[src/sv/ssa_pkg.sv]
// ----------------------------------------------------------------------------
// ssa_pkg
// Types, codes and helper functions of the subpixel splat core.
// ----------------------------------------------------------------------------
package ssa_pkg;

  localparam logic FUNC_SPLAT = 1'b0;
  localparam logic FUNC_READ  = 1'b1;

  localparam int SLOT_W = 3;
  // splat touches four pixels: issue on slots 0..3, last write-back on slot 4
  localparam logic [SLOT_W-1:0] SLOT_PIXELS     = 3'd4;
  localparam logic [SLOT_W-1:0] SLOT_LAST_SPLAT = 3'd4;
  localparam logic [SLOT_W-1:0] SLOT_LAST_READ  = 3'd1;

  typedef enum logic [1:0] {
    ST_CLEAR,
    ST_IDLE,
    ST_ACCESS,
    ST_FINISH
  } state_t;

  typedef struct packed {
    logic              clear_en;
    logic              load;
    logic              access;
    logic [SLOT_W-1:0] slot;
    logic              deliver;
  } cmd_t;

  typedef struct packed {
    logic clear_done;
    logic is_read;
    logic out_busy;
  } sts_t;

  // bilinear weight (a*b + a + b) >> 8, always fits 8 bits
  function automatic logic [7:0] weight(input logic [7:0] a, input logic [7:0] b);
    logic [15:0] p;
    p = 16'(a) * 16'(b) + 16'(a) + 16'(b);
    return p[15:8];
  endfunction

  function automatic logic [7:0] sat_add(input logic [7:0] base, input logic [7:0] add);
    logic [8:0] s;
    s = {1'b0, base} + {1'b0, add};
    return s[8] ? 8'hFF : s[7:0];
  endfunction

endpackage

[src/sv/ssa_ctrl.sv]
// ----------------------------------------------------------------------------
// ssa_ctrl
// Sequencer: clearing pass, item load, per-pixel access slots, result hand-off.
// ----------------------------------------------------------------------------
module ssa_ctrl (
  input  logic            clk,
  input  logic            rst,
  input  logic            in_valid,
  output logic            in_stall,
  input  ssa_pkg::sts_t   sts,
  output ssa_pkg::cmd_t   cmd
);

  ssa_pkg::state_t state, state_next;
  logic [ssa_pkg::SLOT_W-1:0] slot;
  logic last_slot;

  assign last_slot = sts.is_read ? (slot == ssa_pkg::SLOT_LAST_READ)
                                 : (slot == ssa_pkg::SLOT_LAST_SPLAT);

  always_comb begin
    state_next = state;
    unique case (state)
      ssa_pkg::ST_CLEAR:  if (sts.clear_done) state_next = ssa_pkg::ST_IDLE;
      ssa_pkg::ST_IDLE:   if (in_valid) state_next = ssa_pkg::ST_ACCESS;
      ssa_pkg::ST_ACCESS: if (last_slot) state_next = ssa_pkg::ST_FINISH;
      ssa_pkg::ST_FINISH: if (!sts.out_busy) state_next = ssa_pkg::ST_IDLE;
      default:            state_next = ssa_pkg::ST_CLEAR;
    endcase
  end

  always_comb begin
    cmd          = '0;
    cmd.slot     = slot;
    in_stall     = 1'b1;
    unique case (state)
      ssa_pkg::ST_CLEAR:  cmd.clear_en = 1'b1;
      ssa_pkg::ST_IDLE: begin
        in_stall = 1'b0;
        cmd.load = in_valid;
      end
      ssa_pkg::ST_ACCESS: cmd.access = 1'b1;
      ssa_pkg::ST_FINISH: cmd.deliver = !sts.out_busy;
      default:            cmd = '0;
    endcase
  end

  always_ff @(posedge clk) begin
    if (rst) begin
      state <= ssa_pkg::ST_CLEAR;
      slot  <= '0;
    end else begin
      state <= state_next;
      if (state == ssa_pkg::ST_ACCESS) begin
        slot <= slot + 1'b1;
      end else begin
        slot <= '0;
      end
    end
  end

endmodule

[config.mk]
export PLATFORM = sky130hd
export DESIGN_NAME = ssa_ctrl
export DESIGN_NICKNAME = d
export VERILOG_FILES = /design/src/sv/ssa_pkg.sv /design/src/sv/ssa_ctrl.sv
export SDC_FILE = /design/constraint.sdc
export NUM_CORES = 1
export LEC_CHECK = 0
export BUFFER_PORTS_ARGS = -buffer_cell sky130_fd_sc_hd__clkbuf_2
export CAP_MARGIN = 10
export CORE_AREA = 2 2 39 41
export CTS_CLUSTER_SIZE = 40
export DETAILED_ROUTE_END_ITERATION = 6
export DIE_AREA = 0 0 41 43
export GPL_TIMING_DRIVEN = 0
export PLACE_DENSITY = 0.49
export SYNTH_ARGS = -nofsm -noshare
export SYNTH_HDL_FRONTEND = slang
export SYNTH_SLANG_ARGS = --single-unit
[constraint.sdc]
create_clock -name clk -period 4.46 [get_ports clk]
set_clock_uncertainty 0.2 [all_clocks]
set_input_delay 0 -clock clk [delete_from_list [all_inputs] [get_ports clk]]
set_output_delay 0 -clock clk [all_outputs]
set_load 0.01 [all_outputs]
==> results of run 1 <==
-- metrics by stage --
stage / worst slack (ps) / hold WS (ps) / instances
3_3_place_gp: 2706 / 47.98 / 62
4_1_cts: 2286 / 115.6 / 69
6_report: 2303 / 112.9 / 69
2_1_floorplan: 2762 / -153.6 / 33
3_5_place_dp: 2674 / 51.05 / 62
5_1_grt: 2150 / 123.4 / 69
-- kinds of logic (layout without fill, tap and decap cells) --
logic type               Yosys count  in the layout  share of synthesized area (%)
multiplexers                       2              2                          7.842
adder cells (fa/ha/maj)            5              5                          19.61
buffers and inverters              5             25                          5.883
AO/OA/AOI/OAI                      2              2                          5.883
flip-flops                         5              5                          31.37
AND/OR/NAND/NOR                   13             13                          26.67
XOR/XNOR                           1              1                          2.746
-- sequential cells by signal (all words and copies together), names as in the netlist --
| name | cells |
|---|---|
| slot | 3 |
| state | 2 |
-- power breakdown --
group          internal [mW]  switching (mW)  leakage [nW]
Combinational         0.0445          0.0419         0.173
Sequential            0.0529         0.00851        0.0408
Clock                 0.0339          0.0192        0.0150
Total                  0.131          0.0696         0.229
-- metal layers --
metal  part of all wire, %  GRT usage [%]  wire, µm
met5                     0              0         0
met2                    53          10.00       301
met4                     0          6.000         0
met3                   5.1          7.853        29
met1                    42          9.709       240
-- layout make-up --
class	instances	area share (%)
inverters	5	4.076
multi-input cells	23	43.48
flip-flops and latches	5	21.74
clock buffers	4	5.707
repair buffers	16	20.65
well taps	16	4.348
-- cell usage in the layout (no fill, tap or decap), drive strengths merged, types with 3 or more instances in the layout --
cell type / netlist / final
clkbuf: 0 / 17
dlygate4sd3: 0 / 3
nor2: 5 / 5
inv: 5 / 5
ha: 5 / 5
dfxtp: 5 / 5
nand2b: 3 / 3
-- cells in the mapped netlist --
cell                       number  area [µm²]
sky130_fd_sc_hd__mux2i_1        1       10.01
sky130_fd_sc_hd__nor4b_2        1       15.01
sky130_fd_sc_hd__nor2b_1        1       6.260
sky130_fd_sc_hd__a211oi_2       1       12.51
sky130_fd_sc_hd__mux2_4         1       15.01
sky130_fd_sc_hd__nor3b_1        1       7.510
sky130_fd_sc_hd__inv_1          5       18.77
sky130_fd_sc_hd__xnor2_1        1       8.760
sky130_fd_sc_hd__and4bb_2       1       12.51
sky130_fd_sc_hd__o22ai_1        1       6.260
sky130_fd_sc_hd__and2_1         1       6.260
sky130_fd_sc_hd__ha_1           5       62.56
sky130_fd_sc_hd__dfxtp_1        5       100.1
sky130_fd_sc_hd__nand2b_1       3       18.77
sky130_fd_sc_hd__nor2_1         5       18.77
-- critical path, cell delays in order (launching register included) --
cell	delay, ps
sky130_fd_sc_hd__dfxtp_1	370
sky130_fd_sc_hd__inv_1	90
sky130_fd_sc_hd__ha_1	210
sky130_fd_sc_hd__inv_1	60
sky130_fd_sc_hd__o22ai_1	90
sky130_fd_sc_hd__a211oi_2	310
sky130_fd_sc_hd__mux2i_1	210
sky130_fd_sc_hd__dlygate4sd3_1	550
-- how the worst max path moves through the flow --
stage	start	depth (start not counted)	endpoint	slack (ps)
2_1_floorplan	state[1]	6	state[0]	2760
3_3_place_gp	state[1]	6	state[0]	2710
3_5_place_dp	state[0]	6	state[0]	2670
4_1_cts	state[0]	7	state[1]	2290
5_1_grt	state[0]	7	state[1]	2150
6_report	state[0]	7	state[1]	2300
==> results.toml, run 1 <==
[floorplanning]
dieHeight_um = 43
io_pins = 14
initial_utilization_pct = 23.06
num_rows = 14
area_enclosed_by_the_die_boundary_um2 = 1763
die_width_um = 41
core-area_um2 = 1384

[critical_path]
timing.critical_path.fanout_max = 3
critical_path.endpoint_type = "register"
reg2regPathDepth = 7
crit_required_ps = 4440
crit_type = "register to register"
ff2ff_setup_slack_ps = 2300
critical_path_arrival_ps = 2140
rr_endpoint = "state[1]"
worst_r2r_startpoint = "state[0]"
startpoint_type = "register"

[finish]
register_area_um2 = 100.1
fillerInstances = 149
final_core_util_pct = 33.27
multi_input_area_um2 = 200.2
final_net_count = 65
non_filler_cell_area_final_um2 = 460.4
n_diodes = 0
drive_gt1_share_pct = 37.74
layout-area-overhead-vs-synth_pct = 44.31

[timing]
max_clock_freq_ghz = 0.4637
fin_crit_ps = 2157
post-route-period-util_pct = 48.36
hold_violations = 0
setup_viol = 0
fin_tns_setup_ps = 0
rsz0062_at_grt = "false"
max-slew-margin-rel_pct = 80.37
timing_worst_slew_pin_value_ps = 293.9
slew_viol_final = 0

[clock_network]
tritoncts_num_sinks = 5
postCtsSetupBuffers = 0
cts-buffers-inserted = 3
post_cts.resized_instances = 0
clockBufferDepth = 2
htreeDepth = 1
cts-root-buf = "sky130_fd_sc_hd__clkbuf_4"
clock_pin_slew_reported_for_the_worst_setup_and_hold_paths_after_clock_tree_synthesis_ps = 50
worstSkewPairLatency_ps = 250
tritoncts = "done"
cts_hold_buf = 3

[logic_synthesis]
synth_warn = 0
mappedNetlistArea_um2 = 319.1
postSynthRegisterBits = 5
syn_nets = 44
ys_types = 15
netlist_instances = 33
avg_cell_area_syn_um2 = 9.668
ys_seq_area_share_pct = 31.37

[power]
worst_ir_drop_vdd_uv = 209.8
pwr_density_cell_nw_per_um2 = 436.4
p_total_uw = 200.9
p_leak_nw = 0.2286

[min_path]
hold_path.startpoint = "in_valid"
worst_hold_depth = 3
hp-class = "primary input to primary output"
whs_endpoint = "cmd[5]"

[job]
cap_violations = 0

[global_route]
antenna_found_initial = 0
grt_remaining_overflow = 0
grt_start_max_net_pins = 6
grt_pass1_wl_um = 924
grt_pass1_vias = 231
track_usage_pct = 8.652

[drt]
detail_route.drc_violations = 0
route.antenna.remaining_nets = 0
vias_per_cell = 4.029
firstDrtPassIters = 4
detail_route.wl_per_cell_um = 8.275
postRouteWirelength_um = 571
drt_iter0_drc = 1
vias = 278

[place]
numPortBuffers = 13
gp_routability_congestion = 0.6640
hpwlAfterDp_um = 460.7
post_dp_cell_area_um2 = 404.1

[outcome]
run_status = "finished, final reports clean"
No activity file was read; power rests on OpenSTA's default activity.
==> run 2: changes to the inputs <==
--- a/config.mk
+++ b/config.mk
@@ -5,6 +5,7 @@
 export SDC_FILE = /design/constraint.sdc
 export NUM_CORES = 1
 export LEC_CHECK = 0
+export ABC_AREA = 1
 export BUFFER_PORTS_ARGS = -buffer_cell sky130_fd_sc_hd__clkbuf_2
 export CAP_MARGIN = 10
 export CORE_AREA = 2 2 39 41
@@ -12,7 +13,7 @@
 export DETAILED_ROUTE_END_ITERATION = 6
 export DIE_AREA = 0 0 41 43
 export GPL_TIMING_DRIVEN = 0
-export PLACE_DENSITY = 0.49
+export PLACE_DENSITY = 0.51
 export SYNTH_ARGS = -nofsm -noshare
 export SYNTH_HDL_FRONTEND = slang
 export SYNTH_SLANG_ARGS = --single-unit
==> constraint.sdc (replaced) <==
create_clock -name clk -period 1.76 [get_ports clk]
set_clock_uncertainty 0.2 [all_clocks]
set_input_delay 0 -clock clk [delete_from_list [all_inputs] [get_ports clk]]
set_output_delay 0 -clock clk [all_outputs]
set_load 0.01 [all_outputs]
==> run 2 against run 1 <==
  * Maximum frequency is 49% higher
  * Sequential power grew to 2.8 times the previous value
  * Clock power is 140% higher
  * Cell area is 2.4% lower
  * Final cell count is 17% higher
  * First-iteration DRC count stayed put
  * Routed wire length is 3.9% higher
  * Combinational power grew to 3.1 times the previous value
  * Core utilization is 0.81 points lower
  * Via count is 9.0% higher
==> results.toml, run 2 <==
[logic_synthesis]
ys_types = 12
yosys_most_used_dff = "sky130_fd_sc_hd__dfxtp_1"
netlist.area_leader.share_pct = 30.53
avg_cell_area_syn_um2 = 6.975
netlist_top_cells_area = "sky130_fd_sc_hd__dfxtp_1 (31%), sky130_fd_sc_hd__ha_1 (19%), sky130_fd_sc_hd__inv_1 (15%), sky130_fd_sc_hd__nor2_1 (8.0%), sky130_fd_sc_hd__nand2_1 (6.9%)"
async_flop_share_pct = 0
synth_enable_flop_cells = 0
postSynthRegisterBits = 5
mappedNetlistArea_um2 = 327.8
ys_seq_area_share_pct = 30.53
syn_nets = 58
synth_warn = 0
post-synth-top-count-cell = "sky130_fd_sc_hd__inv_1"
ys_top_cells_by_count = "sky130_fd_sc_hd__inv_1 (13), sky130_fd_sc_hd__nor2_1 (7), sky130_fd_sc_hd__nand2_1 (6)"
netlist_instances = 47
netlist.top_cell.by_area = "sky130_fd_sc_hd__dfxtp_1"

[global_route]
grt_start_max_net_pins = 6
track_usage_pct = 8.233
antenna_found_initial = 0
grt_remaining_overflow = 0
grt_pass1_wl_um = 910
grt_pass1_vias = 252

[place]
numPortBuffers = 13
pre_cts_slack_ps = 301.9
gp_routability_congestion = 0.6494
hpwlAfterDp_um = 480.6

[timing]
timing_worst_slew_pin_value_ps = 207.1
hold_violations = 0
rsz0062_at_grt = "false"
fin_tns_setup_ps = 0
setup_viol = 0
slew_viol_final = 0
max-slew-margin-rel_pct = 86.17
max_clock_freq_ghz = 0.6918
timing.final.ws_setup_ps = 314.5
fin_crit_ps = 1446
post-route-period-util_pct = 82.13

[finish]
layout_top_registers = "slot x3, state x2"
fillerInstances = 155
largest_register_ffs = 3
final_net_count = 77
mostFrequentLayoutCells = "sky130_fd_sc_hd__inv_1 (13), sky130_fd_sc_hd__clkbuf_2 (13), sky130_fd_sc_hd__nor2_1 (7)"
n_diodes = 0
layout-area-overhead-vs-synth_pct = 37.02
register_area_um2 = 100.1
multi_input_area_um2 = 178.9
drive_gt1_share_pct = 30.77
max_flop_register = "slot"

[critical_path]
timing.critical_path.fanout_max = 4
critical_path_arrival_ps = 1370
startpoint_type = "register"
worst_r2r_startpoint = "state[1]"
rr_endpoint = "state[1]"
critical_path.endpoint_type = "register"
ff2ff_setup_slack_ps = 310
crit_type = "register to register"
reg2regPathDepth = 8
crit_required_ps = 1690

[min_path]
hold_path.startpoint = "sts[0]"
whs_endpoint = "cmd[0]"
worst_hold_depth = 3
hp-class = "primary input to primary output"

[floorplanning]
dieHeight_um = 43
core-area_um2 = 1384
num_rows = 14
io_pins = 14
initial_utilization_pct = 23.69
die_width_um = 41
area_enclosed_by_the_die_boundary_um2 = 1763

[power]
switching_share_pct = 40.08
worst_ir_drop_vdd_uv = 477.8
int_power_uw = 338.9
pwr_density_cell_nw_per_um2 = 1259
combinationalPowerShare_pct = 47.7
p_leak_nw = 0.2450
share_seq_of_total_power_pct = 29.8
switching_power_uw = 226.7
pwr-share-clk_pct = 22.5

[drt]
vias = 303
route.antenna.remaining_nets = 0
detail_route.drc_violations = 0
vias_per_cell = 3.741
drt_iter0_drc = 1
postRouteWirelength_um = 593
firstDrtPassIters = 2
detail_route.wl_per_cell_um = 7.321

[clock_network]
worstSkewPairLatency_ps = 230
cts-buffers-inserted = 3
tritoncts = "done"
tritoncts_num_sinks = 5
post_cts.resized_instances = 0
clockBufferDepth = 2
cts-root-buf = "sky130_fd_sc_hd__clkbuf_4"
htreeDepth = 1
clock_pin_slew_reported_for_the_worst_setup_and_hold_paths_after_clock_tree_synthesis_ps = 40

[outcome]
run_status = "finished, final reports clean"

[job]
cap_violations = 0
## run 2: cell types whose count changed in the layout (fill, tap and decap cells not counted), sizes merged, moves of 2 or more
cell / change
inv: +8
nand2: +8
nand3: +4
nand2b: -3
nor2: +3
a21oi: +2
dlygate4sd3: -2
## run 2: how the worst max path moves through the flow
| stage | startpoint | to | slack (ps) | depth (start not counted) |
|---|---|---|---|---|
| after global placement | state[0] | state[1] | 310 | 8 |
| after floorplan | state[0] | state[0] | 370 | 8 |
| after CTS | state[0] | state[1] | 300 | 8 |
| after global routing | state[1] | state[0] | 150 | 8 |
| after detailed placement | state[0] | state[1] | 300 | 8 |
| final | state[1] | state[1] | 310 | 8 |
## run 2: cell type report
type	count	area share [%]
multi-input combinational	29	39.83
timing repair buffer	14	16.71
inverter	13	10.86
sequential	5	22.28
tap	16	4.457
clock buffer	4	5.850
## run 2: power groups by stage
| stage | registers, mW | clock network, mW | logic (mW) |
|---|---|---|---|
| final | 0.169 | 0.127 | 0.270 |
| after global routing | 0.174 | 0.139 | 0.321 |
| after CTS | 0.169 | 0.135 | 0.275 |
| after detailed placement | 0.171 | 0 | 0.272 |
| after global placement | 0.169 | 0 | 0.270 |
| after floorplan | 0.166 | 0 | 0.198 |
## run 2: worst max-delay path, cell delays in order (launching register included)
cell and delay, ps:
sky130_fd_sc_hd__dfxtp_1 380, sky130_fd_sc_hd__inv_1 80, sky130_fd_sc_hd__ha_1 210, sky130_fd_sc_hd__inv_1 80, sky130_fd_sc_hd__nor2_1 50, sky130_fd_sc_hd__nor2_2 160, sky130_fd_sc_hd__nand3_1 100, sky130_fd_sc_hd__nand2_1 60
sky130_fd_sc_hd__nor2_1 30
## run 2: cell families after synthesis
family	count (synthesis)	synth area share, %
xor gates and xnor gates	1	2.672
adders and majority gates	5	19.08
AOI/OAI and AO/OA	3	4.579
DFF	5	30.54
and+or+nand+nor	20	28.24
buffers and inverters	13	14.89
## run 2: per-stage QoR
stage | util (%) | power (mW) | instance area (µm²) | std cells | hold slack, ps
5_1_grt | 32.46 | 0.6337 | 449.2 | 81 | 60.56
3_3_place_gp | 29.84 | 0.4387 | 412.9 | 76 | 35.05
6_report | 32.46 | 0.5655 | 449.2 | 81 | 38.74
3_5_place_dp | 29.84 | 0.4431 | 412.9 | 76 | 37.33
4_1_cts | 32.46 | 0.5794 | 449.2 | 81 | 38.98
2_1_floorplan | - | 0.3637 | 327.8 | 47 | -152.5
## run 2: metal layers
layer  routed length, µm  vias up  GRT usage [%]
met4                   9        0          12.00
met5                   0        -              0
met1                 294      121          9.325
met2                 259        7          10.00
li1                    -      173              -
met3                  28        2          1.571
## run 2: repair_timing
item / 4_1_cts / 5_1_grt
hold buffers: 1 / 0
setup buffers: 0 / 0
endpoints found under the hold margin: 5 / 0
==> run 3: changes to the inputs <==
==> constraint.sdc (replaced) <==
create_clock -name clk -period 1.3 [get_ports clk]
set_clock_uncertainty 0.2 [all_clocks]
set_input_delay 0 -clock clk [delete_from_list [all_inputs] [get_ports clk]]
set_output_delay 0 -clock clk [all_outputs]
set_load 0.01 [all_outputs]
==> run 3 against run 2 <==
  * The flow now finishes with violations (setup timing)
  * Global-route usage grew 2.4 points
  * Hold slack got worse by 16 ps
  * Critical path type unchanged
  * Cell area up 16%
  * Sequential share of layout area decreased by 1.6 points
  * Critical path depth unchanged
==> results.toml, run 3 (same netlist as run 2, synthesis figures left out) <==
[global_route]
met2_usage_pct = 15.00
gr-usage-met1_pct = 10.90
track_usage_pct = 10.63
grt_pass1_wl_mm = 1.166
grt_pass1_vias = 293
grt.met3_usage_pct = 3.141
grt_remaining_overflow = 0
antenna_found_initial = 0
top_usage_layer = "met2"
grt_start_max_net_pins = 6

[clock_network]
tritoncts = "done"
cts-buffers-inserted = 3
htreeDepth = 1
worstSkewPairLatency_ps = 250
clockBufferDepth = 2
tritoncts_num_sinks = 5
clock_pin_slew_reported_for_the_worst_setup_and_hold_paths_after_clock_tree_synthesis_ps = 50
cts-root-buf = "sky130_fd_sc_hd__clkbuf_4"

[timing]
max-slew-margin-rel_pct = 86.96
slew_viol_final = 0
hold_violations = 0
timing.final.ws_setup_ps = -27.32
setup_viol = 2
timing_worst_slew_pin_value_ps = 195.3
post-route-period-util_pct = 102.1
fin_crit_ps = 1327
max_clock_freq_ghz = 0.7534
rsz0062_at_grt = "true"
fin_tns_setup_ps = -47.04

[finish]
max_flop_register = "slot"
layout_top_registers = "slot x3, state x2"
mostFrequentLayoutCells = "sky130_fd_sc_hd__clkbuf_2 (12), sky130_fd_sc_hd__inv_1 (9), sky130_fd_sc_hd__nor2_1 (6)"
layout-area-overhead-vs-synth_pct = 58.78
most_common_cell_after_layout_fill_and_taps_aside = "sky130_fd_sc_hd__clkbuf_2"
n_diodes = 0
final_net_count = 80
non_filler_cell_area_final_um2 = 520.5
drive_gt1_share_pct = 51.47
largest_register_ffs = 3

[critical_path]
slowest_stage = "sky130_fd_sc_hd__dfxtp_4"
crit_type = "register to register"
crit_required_ps = 1240
startpoint_type = "register"
critical_path.endpoint_type = "register"
critical_path.n_buffers_inverters = 2
reg2regPathDepth = 8
timing.critical_path.slowest_cell_delay_ps = 380
timing.critical_path.fanout_max = 4
cp_cell_sequence = "inv_4 > ha_4 > inv_2 > o21ai_2 > nor2_2 > nand3_1 > nand2_1 > nor2_1"
critical_path.top_delay_family = "flip-flops"
critical_path_cell_count = 8
critical_path_arrival_ps = 1270

[drt]
route.antenna.remaining_nets = 0
detail_route.wl_per_cell_um = 8.155
detail_route.drc_violations = 0
firstDrtPassIters = 3
vias_per_cell = 3.988
drt_iter0_drc = 4
postRouteWirelength_um = 685
vias = 335

[floorplanning]
num_rows = 14
die_width_um = 41
dieHeight_um = 43
initial_utilization_pct = 23.69
io_pins = 14
area_enclosed_by_the_die_boundary_um2 = 1763
core-area_um2 = 1384

[place]
numPortBuffers = 13
gp_routability_congestion = 0.7005
post_dp_cell_area_um2 = 430.4
hpwlAfterDp_um = 488.8

[power]
worst_ir_drop_vdd_uv = 439.0
pwr_density_cell_nw_per_um2 = 1857
p_leak_nw = 0.2616

[job]
cap_violations = 0

[min_path]
hp-class = "primary input to register"
worst_hold_depth = 6

[outcome]
run_status = "complete, but fails checks"
violations_in_the_final_reports = "setup timing"
-- run 3: cell count changes in the layout (fill, tap and decap cells not counted), sizes merged --
cell    delta
buf        +4
clkbuf     -1
-- run 3: timing repair --
action | in CTS | in global routing
hold buffers | 1 | 0
gates resized for setup | 8 | 3
hold endpoints to repair | 5 | 0
pin swaps | 5 | 3
endpoints found under the setup margin | 2 | 5
buffers inserted | 3 | 0
-- run 3: metrics by stage --
step                      worst slack, ps  total power [mW]  utilization (%)  hold slack (ps)  instances
after global routing               -103.0             1.061            37.61            57.40         84
after floorplan                     11.50            0.5492                -           -152.5         47
final                              -27.32            0.9668            37.61            22.33         84
after detailed placement           -61.45            0.6567            31.10            38.07         76
after CTS                          -29.67            0.9709            37.25            14.87         84
after global placement             -53.83            0.6541            31.10            33.79         76
-- run 3: tightest hold or removal path, stage by stage --
cell                       delay [ps]
sky130_fd_sc_hd__clkbuf_2         100
sky130_fd_sc_hd__nand2_2           50
sky130_fd_sc_hd__o21ai_2           50
sky130_fd_sc_hd__nor2_2            50
sky130_fd_sc_hd__a21oi_1          130
sky130_fd_sc_hd__nor2_1            50
-- run 3: layout make-up --
class	count	area, µm²
fillers	147	863.3
multi-input cells	29	215.2
flip-flops and latches	5	107.6
repair buffers	17	97.59
inverters	13	53.80
clock buffers	4	26.28
well taps	16	20.02
-- run 3: path summary, 6_finish.rpt --
kind / endpoint / slack [ps] / startpoint
worst max-delay path: state[1] / -30 / state[0]
worst min-delay path: state[0] / 20 / sts[0]
worst max register to register: state[1] / -30 / state[0]
worst min register to register: slot[0] / 300 / slot[0]
-- run 3: layer usage --
| layer | vias up | wire [µm] |
|---|---|---|
| met5 | - | 0 |
| met4 | 0 | 11 |
| met1 | 146 | 281 |
| met3 | 2 | 12 |
| met2 | 5 | 380 |
| li1 | 182 | - |
-- run 3: power by group --
part           internal, mW  total (mW)  switching, mW
Clock                 0.117       0.188         0.0714
Sequential            0.205       0.261         0.0557
Combinational         0.249       0.518          0.269
Total                 0.571       0.967          0.396
